$ cat src/rtl/radix_digit_converter_defines.svh
// Assertion macros used by the radix digit converter RTL.
`ifndef RADIX_DIGIT_CONVERTER_DEFINES_SVH
`define RADIX_DIGIT_CONVERTER_DEFINES_SVH

// Checks that cons holds in the same cycle as ante, outside reset.
`define RDC_ASSERT_IMPLY(label, ante, cons) \
  label: assert property (@(posedge clk_i) disable iff (!rst_ni) (ante) |-> (cons)) \
    else $error("radix digit converter: same-cycle check failed");

// Checks that cons holds in the cycle after ante, outside reset.
`define RDC_ASSERT_NEXT(label, ante, cons) \
  label: assert property (@(posedge clk_i) disable iff (!rst_ni) (ante) |=> (cons)) \
    else $error("radix digit converter: next-cycle check failed");

`endif

$ cat src/rtl/rdc_pkg.sv
// Types, constants and the digit glyph function of the radix digit converter.
package rdc_pkg;

  localparam int ValueWidth    = 32;
  localparam int RadixWidth    = 5;
  localparam int CharWidth     = 7;
  localparam int DigitWidth    = 4;
  localparam int DefValueBits  = 32;
  localparam int DefMaxDigits  = 32;

  localparam logic [RadixWidth-1:0] RadixReset = RadixWidth'(10);
  localparam logic [RadixWidth-1:0] RadixMin   = RadixWidth'(2);
  localparam logic [RadixWidth-1:0] RadixMax   = RadixWidth'(16);

  localparam logic [CharWidth-1:0]  CharZero    = CharWidth'(48);
  localparam logic [CharWidth-1:0]  CharAlpha   = CharWidth'(65);
  localparam logic [DigitWidth-1:0] DecimalBase = DigitWidth'(10);

  typedef enum logic [1:0] {
    StIdle,
    StDivide,
    StEmit
  } state_e;

  // Commands to the serial divider.
  typedef struct packed {
    logic load;   // start on a new dividend
    logic next;   // start again on the quotient just produced
  } div_ctrl_t;

  // Status from the serial divider, valid in the cycle done is high.
  typedef struct packed {
    logic                  done;
    logic                  nonzero;
    logic [DigitWidth-1:0] rem;
  } div_stat_t;

  typedef struct packed {
    logic push;
    logic pop;
  } stk_ctrl_t;

  function automatic logic [CharWidth-1:0] digit_to_char(input logic [DigitWidth-1:0] d);
    logic [CharWidth-1:0] c;
    if (d < DecimalBase) begin
      c = CharZero + CharWidth'(d);
    end else begin
      c = CharAlpha + CharWidth'(d - DecimalBase);
    end
    return c;
  endfunction

endpackage

$ cat src/rtl/rdc_value_if.sv
// Input channel carrying the value to convert.
interface rdc_value_if;
  logic                             valid;
  logic                             ready;
  logic [rdc_pkg::ValueWidth-1:0]   value;

  modport source (output valid, output value, input ready);
  modport sink   (input valid, input value, output ready);
endinterface

$ cat src/rtl/rdc_digit_if.sv
// Output channel carrying one ASCII digit per beat.
interface rdc_digit_if;
  logic                            valid;
  logic                            ready;
  logic [rdc_pkg::CharWidth-1:0]   digit_char;
  logic                            last_digit;

  modport source (output valid, output digit_char, output last_digit, input ready);
  modport sink   (input valid, input digit_char, input last_digit, output ready);
endinterface

$ cat src/rtl/rdc_cfg_if.sv
// Configuration write channel carrying the radix register.
interface rdc_cfg_if;
  logic                             valid;
  logic                             ready;
  logic [rdc_pkg::RadixWidth-1:0]   radix;

  modport source (output valid, output radix, input ready);
  modport sink   (input valid, input radix, output ready);
endinterface

$ cat src/rtl/rdc_divider.sv
// Bit-serial restoring divider by a small radix, one quotient bit per cycle.
module rdc_divider #(
  parameter int VALUE_BITS = rdc_pkg::DefValueBits
) (
  input  logic                              clk_i,
  input  logic                              rst_ni,
  input  rdc_pkg::div_ctrl_t                ctrl_i,
  input  logic [VALUE_BITS-1:0]             dividend_i,
  input  logic [rdc_pkg::RadixWidth-1:0]    radix_i,
  output rdc_pkg::div_stat_t                stat_o
);

  localparam int CntW = $clog2(VALUE_BITS);

  logic [VALUE_BITS-1:0]           quo_q, quo_d;
  logic [rdc_pkg::DigitWidth-1:0]  rem_q, rem_d;
  logic                            nz_q, nz_d;
  logic [CntW-1:0]                 cnt_q, cnt_d;
  logic                            busy_q, busy_d;
  logic                            done_q, done_d;
  logic [rdc_pkg::RadixWidth-1:0]  trial;
  logic [rdc_pkg::RadixWidth-1:0]  diff;
  logic                            ge;

  // The dividend shifts out at the top while quotient bits shift in at the bottom.
  assign trial = {rem_q, quo_q[VALUE_BITS-1]};
  assign ge    = (trial >= radix_i);
  assign diff  = trial - radix_i;

  always_comb begin
    quo_d  = quo_q;
    rem_d  = rem_q;
    nz_d   = nz_q;
    cnt_d  = cnt_q;
    busy_d = busy_q;
    done_d = 1'b0;
    if (ctrl_i.load || ctrl_i.next) begin
      if (ctrl_i.load) begin
        quo_d = dividend_i;
      end
      rem_d  = '0;
      nz_d   = 1'b0;
      cnt_d  = '0;
      busy_d = 1'b1;
    end else if (busy_q) begin
      quo_d = {quo_q[VALUE_BITS-2:0], ge};
      rem_d = ge ? diff[rdc_pkg::DigitWidth-1:0] : trial[rdc_pkg::DigitWidth-1:0];
      nz_d  = nz_q | ge;
      cnt_d = cnt_q + CntW'(1);
      if (cnt_q == CntW'(VALUE_BITS - 1)) begin
        busy_d = 1'b0;
        done_d = 1'b1;
      end
    end
  end

  always_ff @(posedge clk_i or negedge rst_ni) begin
    if (!rst_ni) begin
      busy_q <= 1'b0;
      done_q <= 1'b0;
      cnt_q  <= '0;
    end else begin
      busy_q <= busy_d;
      done_q <= done_d;
      cnt_q  <= cnt_d;
    end
  end

  always_ff @(posedge clk_i) begin
    quo_q <= quo_d;
    rem_q <= rem_d;
    nz_q  <= nz_d;
  end

  assign stat_o.done    = done_q;
  assign stat_o.nonzero = nz_q;
  assign stat_o.rem     = rem_q;

endmodule

$ cat src/rtl/rdc_digit_stack.sv
// Shift-register stack of digits: pushed least significant first, popped in reverse.
module rdc_digit_stack #(
  parameter int MAX_DIGITS = rdc_pkg::DefMaxDigits,
  localparam int CntW      = $clog2(MAX_DIGITS + 1)
) (
  input  logic                              clk_i,
  input  logic                              rst_ni,
  input  rdc_pkg::stk_ctrl_t                ctrl_i,
  input  logic [rdc_pkg::DigitWidth-1:0]    digit_i,
  output logic [rdc_pkg::DigitWidth-1:0]    top_o,
  output logic [CntW-1:0]                   count_o
);

  logic [rdc_pkg::DigitWidth-1:0] stk_q [MAX_DIGITS];
  logic [rdc_pkg::DigitWidth-1:0] stk_d [MAX_DIGITS];
  logic [CntW-1:0]                count_q, count_d;

  always_comb begin
    count_d = count_q;
    for (int i = 0; i < MAX_DIGITS; i++) begin
      stk_d[i] = stk_q[i];
    end
    if (ctrl_i.push) begin
      stk_d[0] = digit_i;
      for (int i = 1; i < MAX_DIGITS; i++) begin
        stk_d[i] = stk_q[i-1];
      end
      count_d = count_q + CntW'(1);
    end else if (ctrl_i.pop) begin
      for (int i = 0; i < MAX_DIGITS - 1; i++) begin
        stk_d[i] = stk_q[i+1];
      end
      count_d = count_q - CntW'(1);
    end
  end

  always_ff @(posedge clk_i or negedge rst_ni) begin
    if (!rst_ni) begin
      count_q <= '0;
    end else begin
      count_q <= count_d;
    end
  end

  always_ff @(posedge clk_i) begin
    for (int i = 0; i < MAX_DIGITS; i++) begin
      stk_q[i] <= stk_d[i];
    end
  end

  assign top_o   = stk_q[0];
  assign count_o = count_q;

endmodule

$ cat src/rtl/radix_digit_converter.sv
// Top level of the radix digit converter: control, radix register and channels.
//
// Converts one unsigned value per input beat into ASCII digits ('0'-'9', 'A'-'F') in the
// radix held in the configuration register (reset 10; writes below 2 act as 2, above 16
// as 16). Digits leave most significant first, one per output beat, and the least
// significant digit carries last_digit; zero gives the single digit '0'. Only the low
// VALUE_BITS bits of the value are converted, and at most MAX_DIGITS digits (the least
// significant ones) are produced. A single bit-serial divider finds the digits one at a
// time, least significant first, and each is pushed onto a digit stack that the output
// pops. A new value is taken once the last digit of the previous one has been taken.
`include "radix_digit_converter_defines.svh"

module radix_digit_converter #(
  parameter int VALUE_BITS = rdc_pkg::DefValueBits,
  parameter int MAX_DIGITS = rdc_pkg::DefMaxDigits
) (
  input  logic              clk_i,
  input  logic              rst_ni,
  rdc_cfg_if.sink           cfg_i,
  rdc_value_if.sink         in_i,
  rdc_digit_if.source       out_o
);

  localparam int CntW = $clog2(MAX_DIGITS + 1);

  rdc_pkg::state_e                 state_q, state_d;
  logic [rdc_pkg::RadixWidth-1:0]  radix_q, radix_d;
  rdc_pkg::div_ctrl_t              div_ctrl;
  rdc_pkg::div_stat_t              div_stat;
  rdc_pkg::stk_ctrl_t              stk_ctrl;
  logic [rdc_pkg::DigitWidth-1:0]  stk_top;
  logic [CntW-1:0]                 stk_count;
  logic [VALUE_BITS-1:0]           dividend;

  // Radix register, clamped on write since nothing reads it back.
  assign cfg_i.ready = 1'b1;

  always_comb begin
    radix_d = radix_q;
    if (cfg_i.valid) begin
      if (cfg_i.radix < rdc_pkg::RadixMin) begin
        radix_d = rdc_pkg::RadixMin;
      end else if (cfg_i.radix > rdc_pkg::RadixMax) begin
        radix_d = rdc_pkg::RadixMax;
      end else begin
        radix_d = cfg_i.radix;
      end
    end
  end

  assign dividend = VALUE_BITS'(in_i.value);

  always_comb begin
    state_d       = state_q;
    div_ctrl.load = 1'b0;
    div_ctrl.next = 1'b0;
    stk_ctrl.push = 1'b0;
    stk_ctrl.pop  = 1'b0;
    in_i.ready    = 1'b0;
    out_o.valid   = 1'b0;
    case (state_q)
      rdc_pkg::StIdle: begin
        in_i.ready = 1'b1;
        if (in_i.valid) begin
          div_ctrl.load = 1'b1;
          state_d       = rdc_pkg::StDivide;
        end
      end
      rdc_pkg::StDivide: begin
        if (div_stat.done) begin
          stk_ctrl.push = 1'b1;
          // Keep dividing while the quotient is nonzero and the stack has room.
          if (div_stat.nonzero && (stk_count < CntW'(MAX_DIGITS - 1))) begin
            div_ctrl.next = 1'b1;
          end else begin
            state_d = rdc_pkg::StEmit;
          end
        end
      end
      rdc_pkg::StEmit: begin
        out_o.valid = 1'b1;
        if (out_o.ready) begin
          stk_ctrl.pop = 1'b1;
          if (stk_count == CntW'(1)) begin
            state_d = rdc_pkg::StIdle;
          end
        end
      end
      default: begin
        state_d = rdc_pkg::StIdle;
      end
    endcase
  end

  always_ff @(posedge clk_i or negedge rst_ni) begin
    if (!rst_ni) begin
      state_q <= rdc_pkg::StIdle;
      radix_q <= rdc_pkg::RadixReset;
    end else begin
      state_q <= state_d;
      radix_q <= radix_d;
    end
  end

  rdc_divider #(
    .VALUE_BITS (VALUE_BITS)
  ) u_divider (
    .clk_i      (clk_i),
    .rst_ni     (rst_ni),
    .ctrl_i     (div_ctrl),
    .dividend_i (dividend),
    .radix_i    (radix_q),
    .stat_o     (div_stat)
  );

  rdc_digit_stack #(
    .MAX_DIGITS (MAX_DIGITS)
  ) u_digit_stack (
    .clk_i   (clk_i),
    .rst_ni  (rst_ni),
    .ctrl_i  (stk_ctrl),
    .digit_i (div_stat.rem),
    .top_o   (stk_top),
    .count_o (stk_count)
  );

  assign out_o.digit_char = rdc_pkg::digit_to_char(stk_top);
  assign out_o.last_digit = (stk_count == CntW'(1));

  `RDC_ASSERT_IMPLY(a_accept_empty, in_i.valid && in_i.ready, stk_count == '0)
  `RDC_ASSERT_IMPLY(a_done_in_divide, div_stat.done, state_q == rdc_pkg::StDivide)
  `RDC_ASSERT_IMPLY(a_no_overflow, stk_ctrl.push, stk_count < CntW'(MAX_DIGITS))
  `RDC_ASSERT_NEXT(a_last_to_idle, out_o.valid && out_o.ready && out_o.last_digit, state_q == rdc_pkg::StIdle && stk_count == '0)

endmodule

$ cat src/flat_wrapper.sv
// flat-port wrapper written by rule: the top's interface ports become plain ports
module radix_digit_converter_flat 
#(
  parameter int VALUE_BITS = rdc_pkg::DefValueBits,
  parameter int MAX_DIGITS = rdc_pkg::DefMaxDigits
)
  (clk_i, rst_ni, cfg_i_valid, cfg_i_radix, cfg_i_ready, in_i_valid, in_i_value, in_i_ready, out_o_valid, out_o_digit_char, out_o_last_digit, out_o_ready);
  rdc_cfg_if cfg_i_i ();
  rdc_value_if in_i_i ();
  rdc_digit_if out_o_i ();
  input  logic clk_i;
  input  logic rst_ni;
  input wire logic [$bits(cfg_i_i.valid)-1:0] cfg_i_valid;
  input wire logic [$bits(cfg_i_i.radix)-1:0] cfg_i_radix;
  output wire logic [$bits(cfg_i_i.ready)-1:0] cfg_i_ready;
  input wire logic [$bits(in_i_i.valid)-1:0] in_i_valid;
  input wire logic [$bits(in_i_i.value)-1:0] in_i_value;
  output wire logic [$bits(in_i_i.ready)-1:0] in_i_ready;
  output wire logic [$bits(out_o_i.valid)-1:0] out_o_valid;
  output wire logic [$bits(out_o_i.digit_char)-1:0] out_o_digit_char;
  output wire logic [$bits(out_o_i.last_digit)-1:0] out_o_last_digit;
  input wire logic [$bits(out_o_i.ready)-1:0] out_o_ready;
  assign cfg_i_i.valid = cfg_i_valid;
  assign cfg_i_i.radix = cfg_i_radix;
  assign cfg_i_ready = cfg_i_i.ready;
  assign in_i_i.valid = in_i_valid;
  assign in_i_i.value = in_i_value;
  assign in_i_ready = in_i_i.ready;
  assign out_o_valid = out_o_i.valid;
  assign out_o_digit_char = out_o_i.digit_char;
  assign out_o_last_digit = out_o_i.last_digit;
  assign out_o_i.ready = out_o_ready;
  radix_digit_converter #(.VALUE_BITS(VALUE_BITS), .MAX_DIGITS(MAX_DIGITS)) u_core (.clk_i(clk_i), .rst_ni(rst_ni), .cfg_i(cfg_i_i), .in_i(in_i_i), .out_o(out_o_i));
endmodule
$ cat config.mk
export PLATFORM = sky130hd
export DESIGN_NAME = radix_digit_converter_flat
export DESIGN_NICKNAME = d
export VERILOG_FILES = /design/src/rtl/rdc_pkg.sv /design/src/rtl/rdc_value_if.sv /design/src/rtl/rdc_digit_if.sv /design/src/rtl/rdc_cfg_if.sv /design/src/rtl/rdc_divider.sv /design/src/rtl/rdc_digit_stack.sv /design/src/rtl/radix_digit_converter.sv /design/src/flat_wrapper.sv
export VERILOG_INCLUDE_DIRS = /design/src /design/src/rtl
export SDC_FILE = /design/constraint.sdc
export NUM_CORES = 1
export LEC_CHECK = 0
export ABC_AREA = 1
export BUFFER_PORTS_ARGS = -buffer_cell sky130_fd_sc_hd__buf_2
export CORE_ASPECT_RATIO = 1.5
export CORE_MARGIN = 10
export CORE_UTILIZATION = 50
export CTS_CLUSTER_SIZE = 14
export DETAILED_ROUTE_END_ITERATION = 10
export PLACE_DENSITY = 0.77
export SYNTH_ARGS = -nofsm -noshare
export SYNTH_HDL_FRONTEND = slang
export SYNTH_SLANG_ARGS = --single-unit
$ cat constraint.sdc
create_clock -name clk_i -period 8.4 [get_ports clk_i]
set_clock_uncertainty 0.1 [all_clocks]
set_input_delay 1.26 -clock clk_i [delete_from_list [all_inputs] [get_ports clk_i]]
set_output_delay 1.26 -clock clk_i [all_outputs]
set_load 0.01 [all_outputs]
Yosys cells after proc, flatten, opt, wreduce, memory -nomap -nowiden
Memories as Yosys holds them, arrays and structs flattened.
Cells that the tools add are included.

word-level totals
  input port bits = 42
  memories = 1
  logic and storage cells = 77
  output and inout bits = 11
  memory bits (writable) = 128
  register bits = 57

operators by class
  muxes and demuxes = 37
  bitwise logic cells = 1
  add/sub/neg operators = 7
  reductions and logical operators = 7
  eq/ne operators = 10
  order comparisons = 5

memory list
  name                        depth  bits a word  read ports  clocked after memory_dff  wr ports  RTL line               text
  u_core.u_digit_stack.stk_q  32     4            32          0                         32        rdc_digit_stack.sv:14  logic [rdc_pkg::DigitWidth-1:0] stk_q [MAX_DIGITS];

operators with widths
  cell                                                        count
  2-to-1 mux 124 bit                                          2
  2-to-1 mux 32 bit                                           3
  2-to-1 mux 5 bit                                            4
  2-to-1 mux 1 bit                                            17
  2-to-1 mux 6 bit                                            2
  inequality test 2 bit, second input constant                6
  2-to-1 mux 2 bit                                            5
  2-to-1 mux 4 bit                                            2
  adder 6 x 4 -> 7 bit, first input constant                  1
  adder 7 bit, first input constant                           1
  2-to-1 mux 7 bit                                            1
  adder 6 x 1 -> 6 bit, second input constant                 1
  equality test 6 x 1 -> 1 bit, second input constant         1
  less-than comparator 6 x 5 -> 1 bit, second input constant  1
  one-hot mux 2 bit (3 select lines)                          1
  subtractor 6 x 1 -> 6 bit, second input constant            1
  adder 5 x 1 -> 5 bit, second input constant                 1
  equality test 5 bit, second input constant                  1
  >= comparator 5 bit                                         1
  greater-than comparator 5 bit, second input constant        1
  less-than comparator 5 x 2 -> 1 bit, second input constant  1
  AND reduction 5 bit                                         1
  subtractor 4 x 4 -> 5 bit, second input constant            1
  less-than comparator 4 bit, second input constant           1
  other kinds (9)                                             10

Depth between registers and ports, before layout
  depth in word-level cells = 8
  mapped depth = 11
  depth with buffers taken out = 11

Modules after synthesis
Synthesis repeated with hierarchy kept, for this count alone.

unflattened totals
  cells, all modules = 916
  area total of the unflattened synthesis = 8633.3 µm²

modules (own cells, without submodules)
  module                 sequential area each (µm²)  times used  cells each  area each (µm²)
  rdc_digit_stack        3993.8                      1           586         5883.1
  rdc_divider            1236.2                      1           239         2165.8
  radix_digit_converter  177.7                       1           91          584.3

Worst setup path after synthesis
Ideal clock, no wire load.

  path kind = input to register
  start point = input port out_o_ready
  end point = register u_core.u_digit_stack.count_q[1] (netlist: u_core.u_digit_stack.count_o[1])
  arrival = 4274 ps
  setup time = 297 ps
  buffers on the path = 0
  stages = 3
  slack = 3729 ps
  data required time = 8003 ps
  path through = nand2_1 nand2_1 o221ai_1

on the way
  word-level cells in the longest chain between the ends = 3

ends and longest elaborated chain
  item                          RTL line                     text
  start, declared               flat_wrapper.sv:22           input wire logic [$bits(out_o_i.ready)-1:0] out_o_ready;
  2-to-1 mux 1 bit              radix_digit_converter.sv:82  if (out_o.ready) begin
  2-to-1 mux 1 bit              radix_digit_converter.sv:61  case (state_q)
  nonzero test 2 bit (no line)  n/a
  end signal, assigned          rdc_digit_stack.sv:41        count_q <= count_d;
  end, declared                 rdc_digit_stack.sv:16        logic [CntW-1:0] count_q, count_d;

No other way between the ends.
A chain may end at the register's enable or synchronous reset.

==> impl_results.md <==
* Outcome: completed
* CTS max path bufs at 2
* Area share of and/or/nand/nor cells after synthesis at 16.0%
* Compound-Gate Fraction of Synth Area at a little under a tenth
* Asr flop ratio synth at around 11%
* Final core occ at between 50% and 60%
* Placed cell count at approximately 1100
* H-tree depth at 4
* Initial antenna violation count at 0
* Setup violators final at 0
* First-pass GRT wire length at 24800 um
* Period minus WS final at ~3400 ps
* GRT Total Usage at 13.1%
* Mapped Area at about 8300 um2
* Crit-path cells: inv_1 -> ha_1 -> inv_1 -> ha_1 -> inv_1 -> nor2_1 -> inv_1 -> a21oi_1 -> o21ai_0 -> buf_2
* RSZ-0062 raised after global routing: false
* Post-Synth Adder-Cell Area at between 2 and 2.5%
* WL/cell at around 14 um
* Aggregate global routing overflow at 0
* PortBufs at 51
* Die footprint at 22300 um2
* Final #Nets at 924
* XOR/XNOR share of the synthesized area at less than 1%
* Area grow syn2layout at 11.5%
* CP top delay family: buffers and inverters
* Cts repair resizes at 0
* Core footprint at around 16000 um2
* Syn_area_per_cell at around 10 um2
* CP Capture Type: output pin
* Crit start category: flip-flop
* Hold Slack at 356 ps
* Setup TNS Final at 0 ps
* Synth warn at 0
* Sequential cell area at around 5400 um2
* Slew Limit Fails at 0
* Tightest Pin Transition at roughly 1100 ps
* Inserted Clock Buffers at 17
* GP Congestion at slightly above 0.8
* Number of synthesized flops with an enable pin at between 150 and 200
* Number of global-route vias before repair at roughly 5500
* Die Y at approximately 180 um
* I/O Pins at between 50 and 60
* Hold WC Path Type: reg2reg
* PD cells at ~270 nW/um2
* Fill count at around 1400
* Dpl cell area at ~8700 um2
* Post-synth top flop: edfxtp_1
* Final Hold Vio Count at 0
* Largest family of logic cells by synthesized area: simple AND/OR/NAND/NOR gates
* Crit path DAT at about 2100 ps
* Final Cycle Share at roughly 40%
* Routed wire length at 14700 um
* Vias per inst at just over 5
* Initial Utilization at 51.1%
* Post-synth top area share at 57.8%
* CTS tree: built
* Cells after Synth at between 800 and 900
* Maxcap violations at 0
* Clock Pin Slew Worst Setup and Hold Paths at 70 ps
* Critical path buffer and inverter count at 5
* Worst path slowest cell: edfxtp_1
* Synth Register Bits at 185
* Top cells by count, synth: nand2_1, edfxtp_1, o21ai_0
* Non-filler instance count after layout at between 1000 and 1500
* Largest net degree at the start of global routing at approximately 140
* Critical path fanouts, max at 6
* Register area share after synthesis at around two thirds
* DRT met1 WL at 6440 um
* Root Buffer: clkbuf_16
* Rel. slew slack at 25.6%
* Detailed placement HPWL at between 8000 and 9000 um
* Post-CTS setup buffer count at 0
* Met2 routed WL at ~7500 um
* Area leader, netlist: edfxtp_1
* Total number of vias at between 5000 and 6000
* DRC at 0
* Final instance area at slightly above 9000 um2
* Max layer used: met4
* DR iter-0 viols at between 300 and 400
* Die X at 125 um
* Mux cell area share after synthesis at 0%
* Cell variety after synth at 33
* Peak VDD IR at 0.172 mV
* Detailed-router iteration count before antenna repair at 5
* # clock sinks at between 150 and 200
* Most common cell in the synthesized netlist: nand2_1
* F_max at roughly 290 MHz
* Metal3 WL at just over 600 um
* Max incr delay on CP at 360 ps
* Worst-Skew Late Latency at ~430 ps
* Layout cells sized above 1 at ~11%
* Post-DRT Antenna Nets at 0
* Hold_buf cts at 0
* Rows at between 50 and 60
* Multi-input gate area at ~2300 um2
* Top area cells in the synthesized netlist: edfxtp_1, nand2_1, o21ai_0
* Net count of the mapped netlist at 886
* Leakage at 3.95 nW
* Cell mode on critical path: inv_1
* Req. time, crit path at roughly 7000 ps
* # diodes at 0
* CP Class: reg2out
==> kinds of logic (layout without fill, tap and decap cells) <==
family,Yosys count,count (layout)
simple gates,338,338
flops,185,185
compound gates,145,145
buf+inv,139,190
fa+ha+maj,15,15
xor+xnor,6,6
other cells,1,1
==> placed cells by master (no fill, tap or decap), types with 3 or more instances in the layout <==
cell type  Yosys  final
inv_6          0      3
dfrtp_1       18     18
inv_1        101    101
edfxtp_1     160    160
nand2_1      296    295
buf_2         19     51
nor3_1         3      3
nand3_1       11     11
o21ai_0      129    128
o22ai_1        5      5
nor2_1        15     15
inv_8          0      5
clkbuf_16      0     17
dfxtp_1        5      5
a21oi_1        4      4
buf_4          1      4
ha_1          14     14
nand4_1        7      7
xor2_1         6      6
==> stage by stage <==
stage	setup WS [ps]	total power [mW]
4_1_cts	4950	2.56
6_report	4980	2.54
5_1_grt	4710	2.69
3_5_place_dp	4950	1.77
3_3_place_gp	4990	1.74
2_1_floorplan	3730	1.65
==> layer usage <==
| layer | up-vias | global-route usage, % |
|---|---|---|
| met4 | 0 | 4.28 |
| met3 | 15 | 3.43 |
| met1 | 2570 | 15.7 |
| li1 | 2811 | - |
| met5 | - | 0 |
| met2 | 109 | 22.4 |
==> final timing paths <==
path | start | end | slack (ps) | cells after the start
min reg2reg | u_core.u_digit_stack.stk_q[1][58] | u_core.u_digit_stack.stk_q[1][62] | 360 | 0
max | u_core.u_digit_stack.stk_q[0][1] | out_o_digit_char[4] | 4980 | 10
min | u_core.u_digit_stack.stk_q[1][58] | u_core.u_digit_stack.stk_q[1][62] | 360 | 0
max in group asynchronous | rst_ni | u_core.radix_q[3] | 7140 | 1
min in group asynchronous | rst_ni | u_core.radix_q[2] | 690 | 1
max reg2reg | u_core.state_q[1] | u_core.u_divider.quo_q[20] | 5030 | 9
==> cell type report <==
type,count,share of cell area (%)
tap,206,2.78
sequential,185,58.4
timing repair buffer,55,3.08
clock buffer,17,4.59
clock inverter,15,1.68
multi-input combinational,505,25.3
inverter,103,4.18
==> registers in the layout (all words and copies together) (netlist names) <==
name	flops
u_core.u_digit_stack.stk_q	128
u_core.u_divider.rem_q	4
u_core.u_divider.nz_q	1
u_core.u_divider.done_q	1
u_core.u_divider.quo_q	32
u_core.u_divider.busy_q	1
u_core.u_digit_stack.count_o	6
u_core.radix_q	5
u_core.state_q	2
u_core.u_divider.cnt_q	5
==> power by group <==
group	switching, mW	internal (mW)	total [mW]
Clock	0.364	0.421	0.785
Sequential	0.0744	1.21	1.28
Combinational	0.312	0.158	0.470
==> worst reg2reg max path: cells and delay by family, from the launching register on <==
family	cells	cell delay (ps)
buffers and inverters	3	1300
DFF	1	390
and+or+nand+nor	6	1350
Note: power is estimated with default switching activity, not from simulation.
